**config.mk**
```make
export PLATFORM = sky130hd
export DESIGN_NAME = mlfq_thread_scheduler
export DESIGN_NICKNAME = d
export VERILOG_FILES = /design/src/design/mlfqs_pkg.sv /design/src/design/mlfqs_tmem.sv /design/src/design/mlfqs_qmem.sv /design/src/design/mlfq_thread_scheduler.sv
export SDC_FILE = /design/constraint.sdc
export NUM_CORES = 1
export LEC_CHECK = 0
export ABC_AREA = 1
export BUFFER_PORTS_ARGS = -buffer_cell sky130_fd_sc_hd__buf_4
export CAP_MARGIN = 15
export CORE_AREA = 2 2 251 253
export DETAILED_ROUTE_END_ITERATION = 7
export DIE_AREA = 0 0 253 255
export PLACE_DENSITY = 0.72
export SLEW_MARGIN = 0
export SYNTH_ARGS = -nofsm -noshare
export SYNTH_HDL_FRONTEND = slang
export SYNTH_SLANG_ARGS = --single-unit
```
**constraint.sdc**
```tcl
create_clock -name clk -period 5.1 [get_ports clk]
set_input_delay 0.51 -clock clk [delete_from_list [all_inputs] [get_ports clk]]
set_output_delay 0.51 -clock clk [all_outputs]
set_load 0.005 [all_outputs]
```
**src/design/mlfqs_pkg.sv**
```systemverilog
// Shared types and constants for the multilevel feedback queue scheduler.
package mlfqs_pkg;

  localparam logic [2:0] OP_CREATE  = 3'd0;
  localparam logic [2:0] OP_UNBLOCK = 3'd1;
  localparam logic [2:0] OP_YIELD   = 3'd2;
  localparam logic [2:0] OP_BLOCK   = 3'd3;
  localparam logic [2:0] OP_TICK    = 3'd4;

  localparam logic [1:0] CFG_MLFQ_ENABLE  = 2'd0;
  localparam logic [1:0] CFG_SLICE_TICKS  = 2'd1;
  localparam logic [1:0] CFG_BOOST_PERIOD = 2'd2;

  localparam int          CFG_DATA_W       = 16;
  localparam int          QNT_W            = 6;
  localparam logic [3:0]  SLICE_MAX        = 4'd15;
  localparam logic [3:0]  SLICE_RESET      = 4'd4;
  localparam logic [15:0] BOOST_RESET      = 16'd1000;

  typedef struct packed {
    logic [2:0] opcode;
    logic [3:0] thread_id;
    logic [4:0] start_level;
  } in_item_t;

  typedef struct packed {
    logic [3:0] next_thread;
    logic       run_idle;
    logic       preempt;
    logic       demoted;
    logic       boosted;
  } out_item_t;

  // field write enables of the thread table
  typedef struct packed {
    logic level;
    logic quantum;
    logic link;
  } twe_t;

  // field write enables of the queue table
  typedef struct packed {
    logic head;
    logic tail;
  } qwe_t;

endpackage

```
**src/design/mlfqs_tmem.sv**
```systemverilog
// Thread table memory: level, used quantum and queue link per thread.
module mlfqs_tmem #(
  parameter int NUM_THREADS = 16,
  parameter int NUM_LEVELS  = 20
) (
  input  logic                           clk,
  input  logic                           rd_en,
  input  logic [$clog2(NUM_THREADS)-1:0] rd_addr,
  output logic [$clog2(NUM_LEVELS)-1:0]  rd_level,
  output logic [mlfqs_pkg::QNT_W-1:0]    rd_quantum,
  output logic [$clog2(NUM_THREADS)-1:0] rd_link,
  input  mlfqs_pkg::twe_t                we,
  input  logic [$clog2(NUM_THREADS)-1:0] wr_addr,
  input  logic [$clog2(NUM_LEVELS)-1:0]  wr_level,
  input  logic [mlfqs_pkg::QNT_W-1:0]    wr_quantum,
  input  logic [$clog2(NUM_THREADS)-1:0] wr_link
);
  import mlfqs_pkg::*;

  localparam int TW = $clog2(NUM_THREADS);
  localparam int LW = $clog2(NUM_LEVELS);

  logic [LW-1:0]    level_mem   [NUM_THREADS];
  logic [QNT_W-1:0] quantum_mem [NUM_THREADS];
  logic [TW-1:0]    link_mem    [NUM_THREADS];

  always_ff @(posedge clk) begin
    if (we.level)   level_mem[wr_addr]   <= wr_level;
    if (we.quantum) quantum_mem[wr_addr] <= wr_quantum;
    if (we.link)    link_mem[wr_addr]    <= wr_link;
  end

  always_ff @(posedge clk) begin
    if (rd_en) begin
      rd_level   <= level_mem[rd_addr];
      rd_quantum <= quantum_mem[rd_addr];
      rd_link    <= link_mem[rd_addr];
    end
  end

endmodule

```
**src/design/mlfqs_qmem.sv**
```systemverilog
// Queue table memory: head and tail thread of each level's ready queue.
module mlfqs_qmem #(
  parameter int NUM_THREADS = 16,
  parameter int NUM_LEVELS  = 20
) (
  input  logic                           clk,
  input  logic                           rd_en,
  input  logic [$clog2(NUM_LEVELS)-1:0]  rd_addr,
  output logic [$clog2(NUM_THREADS)-1:0] rd_head,
  output logic [$clog2(NUM_THREADS)-1:0] rd_tail,
  input  mlfqs_pkg::qwe_t                we,
  input  logic [$clog2(NUM_LEVELS)-1:0]  wr_addr,
  input  logic [$clog2(NUM_THREADS)-1:0] wr_head,
  input  logic [$clog2(NUM_THREADS)-1:0] wr_tail
);
  import mlfqs_pkg::*;

  localparam int TW = $clog2(NUM_THREADS);

  logic [TW-1:0] head_mem [NUM_LEVELS];
  logic [TW-1:0] tail_mem [NUM_LEVELS];

  always_ff @(posedge clk) begin
    if (we.head) head_mem[wr_addr] <= wr_head;
    if (we.tail) tail_mem[wr_addr] <= wr_tail;
  end

  always_ff @(posedge clk) begin
    if (rd_en) begin
      rd_head <= head_mem[rd_addr];
      rd_tail <= tail_mem[rd_addr];
    end
  end

endmodule

```
**src/design/mlfq_thread_scheduler.sv**
```systemverilog
// Multilevel feedback queue scheduler: sequencer over thread and queue tables.
//
// One operation is taken at a time and gives one result. A tick that ends
// the boost period also walks every lower level, splicing its queue behind
// the top queue, and then sweeps every thread back to the top level. The
// sequencer works through the single read port of each of the two tables,
// reading then writing back one entry per step. A result waits in the
// output register, and the next operation may be taken meanwhile.
module mlfq_thread_scheduler #(
  parameter int NUM_THREADS = 16,
  parameter int NUM_LEVELS  = 20
) (
  input  logic                                clk,
  input  logic                                rst,
  input  logic                                in_valid,
  output logic                                in_stall,
  input  mlfqs_pkg::in_item_t                 in_data,
  output logic                                out_valid,
  input  logic                                out_stall,
  output mlfqs_pkg::out_item_t                out_data,
  input  logic                                cfg_wr_en,
  input  logic [1:0]                          cfg_index,
  input  logic [mlfqs_pkg::CFG_DATA_W-1:0]    cfg_data
);
  import mlfqs_pkg::*;

  localparam int TW  = $clog2(NUM_THREADS);
  localparam int LW  = $clog2(NUM_LEVELS);
  localparam int QCW = LW + 5;
  localparam logic [LW-1:0] TOP = LW'(NUM_LEVELS - 1);

  localparam logic [3:0] S_IDLE   = 4'd0;
  localparam logic [3:0] S_LVL    = 4'd1;
  localparam logic [3:0] S_ENQ    = 4'd2;
  localparam logic [3:0] S_DISP   = 4'd3;
  localparam logic [3:0] S_DP1    = 4'd4;
  localparam logic [3:0] S_DP2    = 4'd5;
  localparam logic [3:0] S_TICK   = 4'd6;
  localparam logic [3:0] S_BST    = 4'd7;
  localparam logic [3:0] S_BSTA   = 4'd8;
  localparam logic [3:0] S_BSTRD  = 4'd9;
  localparam logic [3:0] S_BSTWR  = 4'd10;
  localparam logic [3:0] S_BSTEND = 4'd11;
  localparam logic [3:0] S_SWEEP  = 4'd12;
  localparam logic [3:0] S_DONE   = 4'd13;

  logic [3:0]  state;
  logic        mlfq_enable;
  logic [3:0]  slice_ticks;
  logic [15:0] boost_period;

  logic                   running_valid;
  logic [TW-1:0]          running_id;
  logic [3:0]             slice_count;
  logic [15:0]            boost_count;
  logic [NUM_THREADS-1:0] qvalid;
  logic [NUM_THREADS-1:0] in_ready;
  logic [NUM_LEVELS-1:0]  nonempty;

  logic [TW-1:0] enq_t;
  logic [LW-1:0] enq_q;
  logic          after_disp;
  logic          do_boost;
  logic          preempt_r, demoted_r, boosted_r;
  logic [LW-1:0] dq;
  logic [TW-1:0] disp_t;
  logic [LW-1:0] bq;
  logic [TW-1:0] th, tt;
  logic          tne;
  logic [TW-1:0] sweep;

  // thread table port
  logic             t_rd_en;
  logic [TW-1:0]    t_rd_addr;
  logic [LW-1:0]    t_rd_level;
  logic [QNT_W-1:0] t_rd_quantum;
  logic [TW-1:0]    t_rd_link;
  twe_t             t_we;
  logic [TW-1:0]    t_wr_addr;
  logic [LW-1:0]    t_wr_level;
  logic [QNT_W-1:0] t_wr_quantum;
  logic [TW-1:0]    t_wr_link;

  // queue table port
  logic          q_rd_en;
  logic [LW-1:0] q_rd_addr;
  logic [TW-1:0] q_rd_head, q_rd_tail;
  qwe_t          q_we;
  logic [LW-1:0] q_wr_addr;
  logic [TW-1:0] q_wr_head, q_wr_tail;

  mlfqs_tmem #(.NUM_THREADS(NUM_THREADS), .NUM_LEVELS(NUM_LEVELS)) u_tmem (
    .clk(clk), .rd_en(t_rd_en), .rd_addr(t_rd_addr),
    .rd_level(t_rd_level), .rd_quantum(t_rd_quantum), .rd_link(t_rd_link),
    .we(t_we), .wr_addr(t_wr_addr), .wr_level(t_wr_level),
    .wr_quantum(t_wr_quantum), .wr_link(t_wr_link)
  );

  mlfqs_qmem #(.NUM_THREADS(NUM_THREADS), .NUM_LEVELS(NUM_LEVELS)) u_qmem (
    .clk(clk), .rd_en(q_rd_en), .rd_addr(q_rd_addr),
    .rd_head(q_rd_head), .rd_tail(q_rd_tail),
    .we(q_we), .wr_addr(q_wr_addr), .wr_head(q_wr_head), .wr_tail(q_wr_tail)
  );

  // decode of the incoming item
  logic          acc;
  logic [TW-1:0] tid;
  logic          tid_ok;
  logic [LW-1:0] lvl_sat;
  logic          can_queue;
  logic [LW-1:0] home_new;
  logic [LW-1:0] home_rd;

  assign in_stall  = (state != S_IDLE);
  assign acc       = in_valid && !in_stall;
  assign tid       = TW'(in_data.thread_id);
  assign tid_ok    = (int'(in_data.thread_id) < NUM_THREADS);
  assign lvl_sat   = (int'(in_data.start_level) > NUM_LEVELS - 1) ? TOP
                                                                  : LW'(in_data.start_level);
  assign can_queue = tid_ok && !in_ready[tid] && !(running_valid && running_id == tid);
  assign home_new  = mlfq_enable ? lvl_sat : TOP;
  assign home_rd   = mlfq_enable ? t_rd_level : TOP;

  // highest non-empty queue, top only in round-robin mode
  logic          disp_found;
  logic [LW-1:0] disp_q;
  always_comb begin
    disp_found = 1'b0;
    disp_q     = '0;
    for (int i = 0; i < NUM_LEVELS; i++) begin
      if (nonempty[i] && (mlfq_enable || i == NUM_LEVELS - 1)) begin
        disp_found = 1'b1;
        disp_q     = LW'(i);
      end
    end
  end

  // tick charge of the running thread
  logic [QNT_W-1:0] qnt_cur, qnt_inc;
  logic [QCW-1:0]   quantum;
  logic             exhausted;
  assign qnt_cur   = qvalid[running_id] ? t_rd_quantum : '0;
  assign qnt_inc   = qnt_cur + QNT_W'(1);
  assign quantum   = QCW'(TOP) - QCW'(t_rd_level) + QCW'(slice_ticks);
  assign exhausted = QCW'(qnt_inc) >= quantum;

  logic [3:0]  slice_inc;
  logic [15:0] boost_inc;
  assign slice_inc = (slice_count < SLICE_MAX) ? slice_count + 4'd1 : slice_count;
  assign boost_inc = boost_count + 16'd1;

  // memory commands per step
  always_comb begin
    t_rd_en      = 1'b0;
    t_rd_addr    = running_id;
    t_we         = '0;
    t_wr_addr    = tt;
    t_wr_level   = TOP;
    t_wr_quantum = '0;
    t_wr_link    = enq_t;
    q_rd_en      = 1'b0;
    q_rd_addr    = enq_q;
    q_we         = '0;
    q_wr_addr    = enq_q;
    q_wr_head    = enq_t;
    q_wr_tail    = enq_t;
    case (state)
      S_IDLE: begin
        if (acc) begin
          case (in_data.opcode)
            OP_CREATE: begin
              if (can_queue) begin
                t_we.level   = 1'b1;
                t_we.quantum = 1'b1;
                t_wr_addr    = tid;
                t_wr_level   = lvl_sat;
                q_rd_en      = 1'b1;
                q_rd_addr    = home_new;
              end
            end
            OP_UNBLOCK: begin
              t_rd_en   = can_queue;
              t_rd_addr = tid;
            end
            OP_YIELD: t_rd_en = running_valid;
            OP_TICK:  t_rd_en = running_valid && mlfq_enable;
            default: ;
          endcase
        end
      end
      S_LVL: begin
        q_rd_en   = 1'b1;
        q_rd_addr = home_rd;
      end
      S_ENQ: begin
        if (nonempty[enq_q]) begin
          t_we.link  = 1'b1;
          t_wr_addr  = q_rd_tail;
          q_we.tail  = 1'b1;
        end else begin
          q_we.head  = 1'b1;
          q_we.tail  = 1'b1;
        end
      end
      S_DISP: begin
        q_rd_en   = disp_found;
        q_rd_addr = disp_q;
      end
      S_DP1: begin
        t_rd_en   = (q_rd_head != q_rd_tail);
        t_rd_addr = q_rd_head;
      end
      S_DP2: begin
        q_we.head = 1'b1;
        q_wr_addr = dq;
        q_wr_head = t_rd_link;
      end
      S_TICK: begin
        t_wr_addr = running_id;
        if (exhausted) begin
          t_we.level   = 1'b1;
          t_we.quantum = 1'b1;
          t_wr_level   = (t_rd_level != '0) ? t_rd_level - LW'(1) : t_rd_level;
        end else begin
          t_we.quantum = 1'b1;
          t_wr_quantum = qnt_inc;
        end
      end
      S_BST: begin
        q_rd_en   = nonempty[TOP];
        q_rd_addr = TOP;
      end
      S_BSTRD: begin
        q_rd_en   = nonempty[bq];
        q_rd_addr = bq;
      end
      S_BSTWR: begin
        // splice this level's list behind the top list
        t_we.link = tne;
        t_wr_addr = tt;
        t_wr_link = q_rd_head;
      end
      S_BSTEND: begin
        q_we.head = tne;
        q_we.tail = tne;
        q_wr_addr = TOP;
        q_wr_head = th;
        q_wr_tail = tt;
      end
      S_SWEEP: begin
        t_we.level = 1'b1;
        t_wr_addr  = sweep;
        t_wr_level = TOP;
      end
      default: ;
    endcase
  end

  // configuration
  always_ff @(posedge clk) begin
    if (rst) begin
      mlfq_enable  <= 1'b1;
      slice_ticks  <= SLICE_RESET;
      boost_period <= BOOST_RESET;
    end else if (cfg_wr_en) begin
      case (cfg_index)
        CFG_MLFQ_ENABLE:  mlfq_enable  <= cfg_data[0];
        CFG_SLICE_TICKS:  slice_ticks  <= cfg_data[3:0];
        CFG_BOOST_PERIOD: boost_period <= cfg_data[15:0];
        default: ;
      endcase
    end
  end

  // sequencer
  always_ff @(posedge clk) begin
    if (rst) begin
      state         <= S_IDLE;
      running_valid <= 1'b0;
      slice_count   <= '0;
      boost_count   <= '0;
      qvalid        <= '0;
      in_ready      <= '0;
      nonempty      <= '0;
    end else begin
      case (state)
        S_IDLE: begin
          if (acc) begin
            preempt_r  <= 1'b0;
            demoted_r  <= 1'b0;
            boosted_r  <= 1'b0;
            do_boost   <= 1'b0;
            after_disp <= 1'b0;
            state      <= S_DONE;
            case (in_data.opcode)
              OP_CREATE: begin
                if (can_queue) begin
                  enq_t       <= tid;
                  enq_q       <= home_new;
                  qvalid[tid] <= 1'b1;
                  state       <= S_ENQ;
                end
              end
              OP_UNBLOCK: begin
                if (can_queue) begin
                  enq_t <= tid;
                  state <= S_LVL;
                end
              end
              OP_YIELD: begin
                enq_t      <= running_id;
                after_disp <= 1'b1;
                state      <= running_valid ? S_LVL : S_DISP;
              end
              OP_BLOCK: state <= S_DISP;
              OP_TICK: begin
                slice_count <= slice_inc;
                preempt_r   <= (slice_inc >= slice_ticks);
                if (mlfq_enable) begin
                  if (boost_inc >= boost_period) begin
                    boost_count <= '0;
                    boosted_r   <= 1'b1;
                    do_boost    <= 1'b1;
                  end else begin
                    boost_count <= boost_inc;
                  end
                  if (running_valid) state <= S_TICK;
                  else if (boost_inc >= boost_period) state <= S_BST;
                end
              end
              default: ;
            endcase
          end
        end
        S_LVL: begin
          enq_q <= home_rd;
          state <= S_ENQ;
        end
        S_ENQ: begin
          nonempty[enq_q] <= 1'b1;
          in_ready[enq_t] <= 1'b1;
          state           <= after_disp ? S_DISP : S_DONE;
        end
        S_DISP: begin
          slice_count <= '0;
          dq          <= disp_q;
          if (disp_found) begin
            state <= S_DP1;
          end else begin
            running_valid <= 1'b0;
            state         <= S_DONE;
          end
        end
        S_DP1: begin
          disp_t <= q_rd_head;
          if (q_rd_head == q_rd_tail) begin
            nonempty[dq]        <= 1'b0;
            in_ready[q_rd_head] <= 1'b0;
            running_valid       <= 1'b1;
            running_id          <= q_rd_head;
            state               <= S_DONE;
          end else begin
            state <= S_DP2;
          end
        end
        S_DP2: begin
          in_ready[disp_t] <= 1'b0;
          running_valid    <= 1'b1;
          running_id       <= disp_t;
          state            <= S_DONE;
        end
        S_TICK: begin
          qvalid[running_id] <= 1'b1;
          demoted_r          <= exhausted;
          state              <= do_boost ? S_BST : S_DONE;
        end
        S_BST: begin
          bq    <= TOP - LW'(1);
          state <= S_BSTA;
        end
        S_BSTA: begin
          th    <= q_rd_head;
          tt    <= q_rd_tail;
          tne   <= nonempty[TOP];
          state <= S_BSTRD;
        end
        S_BSTRD: begin
          if (nonempty[bq]) state <= S_BSTWR;
          else if (bq == '0) state <= S_BSTEND;
          else bq <= bq - LW'(1);
        end
        S_BSTWR: begin
          if (!tne) th <= q_rd_head;
          tt           <= q_rd_tail;
          tne          <= 1'b1;
          nonempty[bq] <= 1'b0;
          if (bq == '0) begin
            state <= S_BSTEND;
          end else begin
            bq    <= bq - LW'(1);
            state <= S_BSTRD;
          end
        end
        S_BSTEND: begin
          nonempty[TOP] <= tne;
          sweep         <= '0;
          state         <= S_SWEEP;
        end
        S_SWEEP: begin
          if (sweep == TW'(NUM_THREADS - 1)) state <= S_DONE;
          else sweep <= sweep + TW'(1);
        end
        S_DONE: begin
          if (!out_valid || !out_stall) state <= S_IDLE;
        end
        default: state <= S_IDLE;
      endcase
    end
  end

  // result register
  always_ff @(posedge clk) begin
    if (rst) begin
      out_valid <= 1'b0;
    end else if (state == S_DONE && (!out_valid || !out_stall)) begin
      out_valid <= 1'b1;
    end else if (out_valid && !out_stall) begin
      out_valid <= 1'b0;
    end
  end

  always_ff @(posedge clk) begin
    if (state == S_DONE && (!out_valid || !out_stall)) begin
      out_data.next_thread <= running_valid ? 4'(running_id) : 4'd0;
      out_data.run_idle    <= !running_valid;
      out_data.preempt     <= preempt_r;
      out_data.demoted     <= demoted_r;
      out_data.boosted     <= boosted_r;
    end
  end

endmodule

```
---- Word-level counts from Yosys, hierarchy flattened ----
Memories as Yosys holds them, arrays and structs flattened. A register that Yosys moved wholly into a read port is not among the register bits.
Index checks and enable logic that the tools add are counted.
word-level totals
  bits in registers ....................... 151
  RAM bits ................................ 400
  bits of input ports ..................... 35
  output and inout bits ................... 10
  logic and storage cells ................. 372
  memories kept ........................... 5
operators by class
  add/subtract/negate cells ............... 8
  magnitude comparators ................... 21
  eq/ne operators ......................... 36
  mux-type cells .......................... 173
  bitwise logic cells ..................... 13
  reduce and logical (&&, ||, !) cells .... 85
memories
  name                depth  bits a word  rd ports  clocked after memory_dff  write ports  RTL line          text
  u_tmem.quantum_mem  16     6            1         1                         1            mlfqs_tmem.sv:24  logic [QNT_W-1:0] quantum_mem [NUM_THREADS];
  u_qmem.head_mem     20     4            1         1                         1            mlfqs_qmem.sv:20  logic [TW-1:0] head_mem [NUM_LEVELS];
  u_qmem.tail_mem     20     4            1         1                         1            mlfqs_qmem.sv:21  logic [TW-1:0] tail_mem [NUM_LEVELS];
  u_tmem.level_mem    16     5            1         1                         1            mlfqs_tmem.sv:23  logic [LW-1:0] level_mem [NUM_THREADS];
  u_tmem.link_mem     16     4            1         1                         1            mlfqs_tmem.sv:25  logic [TW-1:0] link_mem [NUM_THREADS];
operators by type and width
  operator              number
  $mux W4               33
  $mux W5               21
  $mux W16              5
  $mux W1               57
  $pmux W19 S3          1
  $pmux W4 S14          1
  $pmux W4 S2           7
  $or A16 B16 Y16       3
  $pmux W16 S3          1
  $and A20 B20 Y20      2
  $not A20 Y20          2
  $logic_and A1 B1 Y1   33
  $and A16 B16 Y16      2
  $not A16 Y16          2
  $pmux W16 S2          1
  $pmux W5 S2           3
  $eq A4 B4 Y1 const B  7
  $lt A4 B5 Y1 const B  5
  $pmux W5 S5           1
  $reduce_and A2 Y1     12
  $reduce_and A3 Y1     8
  $demux W1 S4          5
  $ge A4 B1 Y1 const B  5
  $mux W20              1
  other kinds (54)      118

---- Depth between registers and ports, before layout ----
  depth in word-level cells ............... 23
  depth in mapped cells ................... 30
  depth with buffers taken out ............ 29

---- Hierarchy ----
Synthesis repeated with hierarchy kept, for this count alone.
unflattened totals
  cell total of the unflattened synthesis .. 3191
  area total of the unflattened synthesis .. 28481.1 µm²
by module, submodules not included
  module                 times used  cells an instance  area an instance (µm²)  seq. area each (µm²)
  mlfqs_tmem             1           1066               10970.5                 7657.3
  mlfq_thread_scheduler  1           1517               10562.6                 3543.4
  mlfqs_qmem             1           608                6947.9                  5044.8

---- Worst setup path before layout ----
OpenSTA, ideal clock, no wires.
  kind .................................... register to register
  start point ............................. register running_id[1]
  end point ............................... memory u_tmem.level_mem[10][0] (netlist bit), enable pin
  setup time .............................. 274 ps
  arrival ................................. 3919 ps
  required time ........................... 4826 ps
  slack ................................... 907 ps
  cell stages (with the launch flop) ...... 25
  path buffers ............................ 1
  clock period less this slack ............ 4193 ps
  cells stage by stage .................... edfxtp_1 > inv_1 > nand2_1 > inv_1 > a221oi_1 > o22ai_1 > a221oi_1 > inv_1 > nand2_1 > inv_1 > ha_1 > ha_1 > inv_1 > a21oi_1 > o21a_1 > o21a_1 > o21ai_0 > nand2_1 > a21oi_1 > a21oi_1 > nand2_1 > inv_1 > nor3_1 > clkbuf_1 > nor2_1
on the way
  word-level cells in the longest chain between the ends .. 10
  elaborated cells on any way between the ends .. 20
  those cells by class .................... add/sub: 1; order compare: 1; eq/ne: 1; mux: 14; reduce/logical: 3
ends and longest elaborated chain
  element                                                 RTL line                      text
  from (decl)                                             mlfq_thread_scheduler.sv:53   logic [TW-1:0] running_id;
  from (signal assigned)                                  mlfq_thread_scheduler.sv:360  running_id <= q_rd_head;
  from (signal assigned)                                  mlfq_thread_scheduler.sv:369  running_id <= disp_t;
  branches (longest 10 deep; another with $ge A6 B10 Y1)  --
  to (decl)                                               mlfqs_tmem.sv:23
Parallel ways; which one is timed is not known. The select of a mux whose other input is x is not followed.

---- Final worst setup path ----
  start point ............................. register running_id[0]
  end point ............................... memory u_tmem.quantum_mem[11][0] (data pin)
on the way
  word-level cells in the longest chain between the ends .. 7
ends and longest elaborated chain
  element                          RTL line                      text
  $bmux W1 S4 *                    mlfq_thread_scheduler.sv:142  assign qnt_cur = qvalid[running_id] ? t_rd_quantum : '0;
  $mux W1 (implied by the code) *  mlfq_thread_scheduler.sv:142
  $mux W6 *                        mlfq_thread_scheduler.sv:142
  $add A6 B1 Y6 *                  mlfq_thread_scheduler.sv:143  assign qnt_inc = qnt_cur + QNT_W'(1);
  $ge A6 B10 Y1                    mlfq_thread_scheduler.sv:145  assign exhausted = QCW'(qnt_inc) >= quantum;
  $mux W6 *                        mlfq_thread_scheduler.sv:220  if (exhausted) begin
  $mux W6 *                        mlfq_thread_scheduler.sv:167  case (state)
  net t_wr_quantum[0]              mlfq_thread_scheduler.sv:81   logic [QNT_W-1:0] t_wr_quantum;
  to (decl)                        mlfqs_tmem.sv:24
The timed path passes the listed nets; every way through them passes the cells marked *. The select of a mux whose other input is x is not followed.

==> flow_summary_export.csv <==
group,metric,value,unit
run_status,status,"completed",
power_and_ir_drop,swShare,41.8,%
setup_path,endpoint_kind,"flip-flop",
cts,insertion_delay,0.64,ns
timing,grt_setup_unrepaired,"yes",
detailed_routing,vias_per_cell,5.59,
layout,multiInputGateArea,0.00960,mm²
setup_path,crit_type,"reg2reg",
yosys,synth.area.mux_share,0.603,%
cts,cts_tree,"yes",
yosys,synth-seq-cells,574,
grt,grt_max_degree,134,
cts,cts_inserted_buffers,59,
yosys,ys_async_sr_fraction,0,%
timing,hold_slack,0.0851,ns
yosys,synth_compound_area_share,13.0,%
setup_path,required,5.40,ns
grt,use_met2,36.5,%
grt,grt_busiest_layer,"met2",
timing,worst_clock_skew,0.0263,ns
cts,hold_buffers,0,
timing,fin_crit_sh,94.4,%
yosys,syn_inst,2976,
detailed_routing,first_pass_iters,6,
grt,grt_use_met3,3.63,%
yosys,ys_warn_count,0,
yosys,synth_cell_types,59,
detailed_routing,drtIter0Drc,2276,
setup_path,rrSetupSlack,0.29,ns
yosys,yosys.area.top_type_share,50.5,%
timing,clock.fmax,208,MHz
yosys,ys.flop_type,"edfxtp_1",
setup_path,cp-start-kind,"flip-flop",
setup_path,path_max_fanout,16,
detailed_routing,drt-wirelength-per-cell,18.9,µm
layout,drive_gt1_share,8.59,%
layout,post-route-util,50.3,%
layout,synthToLayoutAreaGrowth,10.8,%
cts,ctsRootBufferMaster,"clkbuf_16",
floorplanning,core_area,0.0622,mm²
grt,grt_pass1_wl,113000,µm
detailed_routing,postRouteWirelength,72600,µm
place,hpwlAfterDp,49400,µm
grt,grt_overflow,0,
layout,fillers,5595,
yosys,synth_top_cells_by_count,"nand2_1, edfxtp_1, inv_1",
yosys,netlist.top_cell.by_area,"edfxtp_1",
power_and_ir_drop,power_frac_comb,41.6,%
floorplanning,fp.dieH,255,µm
detailed_routing,drc,0,
floorplanning,ioPinCount,45,
timing,slew_headroom,29.7,%
yosys,netlist_area,0.0282,mm²
detailed_routing,antenna_left,0,
yosys,synth_top_family_by_area,"simple AND/OR/NAND/NOR gates",
yosys,synthAdderAreaFrac,1.84,%
yosys,synth-xor-area-share,0.869,%
cts,numClockSinks,574,
layout,seq_area,0.0162,mm²
grt,grt_usage,22.6,%
timing,finalSetupTns,0,ns
power_and_ir_drop,power.internal,10.0,mW
grt,grtUsageMet1,30.2,%
power_and_ir_drop,totalPowerFinal,17.2,mW
floorplanning,initial_core_util,45.4,%
yosys,synth_area_leaders,"edfxtp_1, dfxtp_1, nand2_1, inv_1, nand3_1",
power_and_ir_drop,ir_drop,0.399,mV
timing,setup_viol,0,
power_and_ir_drop,p_clk_share,24.7,%
timing,tightestPinTransition,1.05,ns
yosys,synthesis.nets,3052,
floorplanning,die_width,253,µm
setup_path,critPathArrivalTime,5.12,ns
cts,cts_max_level,2,
timing,hold_viol_final,0,
grt,grt_pass1_vias,20300,
detailed_routing,vias,21500,
yosys,synth_edf_count,475,
power_and_ir_drop,p_sw,7.19,mW
timing,slew_violations,0,
timing,min_period,4.81,ns
place,port_buffers,44,
hold_path,hold_path.class,"in2reg",
yosys,synth-seq-area-share,57.6,%
cts,path_clk_slew,0.06,ns
grt,antenna_found_initial,1,
floorplanning,fp-row-count,92,
yosys,yosysMostFrequentCell,"nand2_1",
layout,nets,3077,
power_and_ir_drop,leakage,12.1,nW
place,place_congestion,0.946,
power_and_ir_drop,seqPwrFrac,33.6,%
floorplanning,dieArea,0.0645,mm²
yosys,synth-simple-area-share,17.5,%
cts,clock_path_buffers,3,
power_and_ir_drop,power_density,550,mW/mm²
run,max_cap_viol_count,0,
yosys,avgSynthCellArea,9.48,µm²
[timing repair]
| action | CTS | global route |
|---|---|---|
| hold endpoints to repair | 0 | 0 |
| setup endpoints to repair | 0 | 176 |
| resized for setup | 0 | 5 |
| setup buffers | 0 | 1 |
[power by group through the flow]
| stage | clock network, mW | registers, mW | logic, mW |
|---|---|---|---|
| 6_report | 4.26 | 5.78 | 7.16 |
| 5_1_grt | 4.49 | 5.80 | 7.89 |
| 4_1_cts | 4.30 | 5.77 | 7.06 |
| 3_5_place_dp | 0 | 5.87 | 7.02 |
| 3_3_place_gp | 0 | 5.86 | 6.95 |
| 2_1_floorplan | 0 | 5.76 | 5.26 |
[metrics by stage]
step / worst slack [ns] / cell area (µm²) / instances
4_1_cts: 0.260 / 31200 / 3848
3_3_place_gp: -0.0304 / 29300 / 3737
5_1_grt: -0.110 / 31300 / 3849
6_report: 0.287 / 31300 / 3850
2_1_floorplan: 0.907 / 28200 / 2976
3_5_place_dp: 0.294 / 29300 / 3738
[flip-flops by register name (all words and copies together) (netlist names), 8 cells and up]
| signal | flops |
|---|---|
| u_qmem.head_mem | 80 |
| boost_period | 16 |
| u_tmem.level_mem | 80 |
| u_tmem.quantum_mem | 96 |
| qvalid | 16 |
| out_data | 8 |
| nonempty | 20 |
| u_tmem.link_mem | 64 |
| in_ready | 16 |
| u_qmem.tail_mem | 80 |
| boost_count | 16 |
[cells by family after synthesis]
logic type      after synthesis
compound gates              575
mux                          17
flops                       574
fa+ha+maj                    41
buf+inv                     604
simple gates               1137
xor+xnor                     28
[worst paths after layout]
kind                      startpoint                             endpoint  cells past startpoint
min reg2reg  preempt_r$_SDFFCE_PN0P_                out_data[2]$_DFFE_PP_                      0
max          running_id[0]$_DFFE_PP_  u_tmem.quantum_mem[11][0]$_DFFE_PP_                     22
min                      cfg_data[7]         boost_period[7]$_SDFFE_PP1P_                      3
max reg2reg  running_id[0]$_DFFE_PP_  u_tmem.quantum_mem[11][0]$_DFFE_PP_                     22
[area by class of cell]
| class | instances | share of cell area, % |
|---|---|---|
| Antenna cell | 1 | 0.00800 |
| Multi-Input combinational cell | 1798 | 30.7 |
| Inverter | 479 | 5.75 |
| Timing Repair Buffer | 89 | 2.31 |
| Sequential cell | 574 | 51.9 |
| Tap cell | 799 | 3.20 |
| Clock buffer | 75 | 5.08 |
| Clock inverter | 35 | 1.06 |
[worst max-delay path: stages (launching register included)]
cell and delay (ns):
edfxtp_1 0.48, inv_2 0.11, nand2_1 0.18, o22ai_1 0.11, a221oi_1 0.22, o22ai_1 0.13, a221oi_2 0.32, inv_1 0.11
nand2_1 0.07, inv_1 0.09, ha_1 0.23, xor2_1 0.19, inv_1 0.07, ha_1 0.29, o21a_1 0.10, o21a_1 0.16
o21ai_0 0.15, nand2_1 0.07, a21oi_1 0.13, a21oi_1 0.11, nor2_1 0.22, inv_1 0.17, nor2_1 0.75
[routing by layer]
layer | vias to the layer above | share of wire [%]
met5 | - | 0.018
met4 | 2 | 4.1
met3 | 207 | 8.2
met2 | 930 | 46
met1 | 10100 | 42
li1 | 10300 | -
[cells in the final DEF (no fill, tap or decap), types with 12 or more instances in the layout]
| cell type | n |
|---|---|
| nand2_1 | 516 |
| inv_2 | 39 |
| nor2_2 | 13 |
| o21a_1 | 15 |
| inv_1 | 437 |
| mux2i_1 | 17 |
| a211oi_1 | 12 |
| clkbuf_16 | 60 |
| o211ai_1 | 140 |
| xor2_1 | 17 |
| ha_1 | 40 |
| o21ai_1 | 29 |
| dfxtp_1 | 99 |
| a21oi_1 | 131 |
| nand3b_1 | 33 |
| nor2_1 | 220 |
| buf_4 | 84 |
| clkinv_2 | 14 |
| a221oi_1 | 19 |
| nand3_1 | 260 |
| o22ai_1 | 52 |
| edfxtp_1 | 475 |
| clkinv_1 | 13 |
| nor3_1 | 60 |
| o21ai_0 | 108 |
Power figures use the tool's default switching activity.
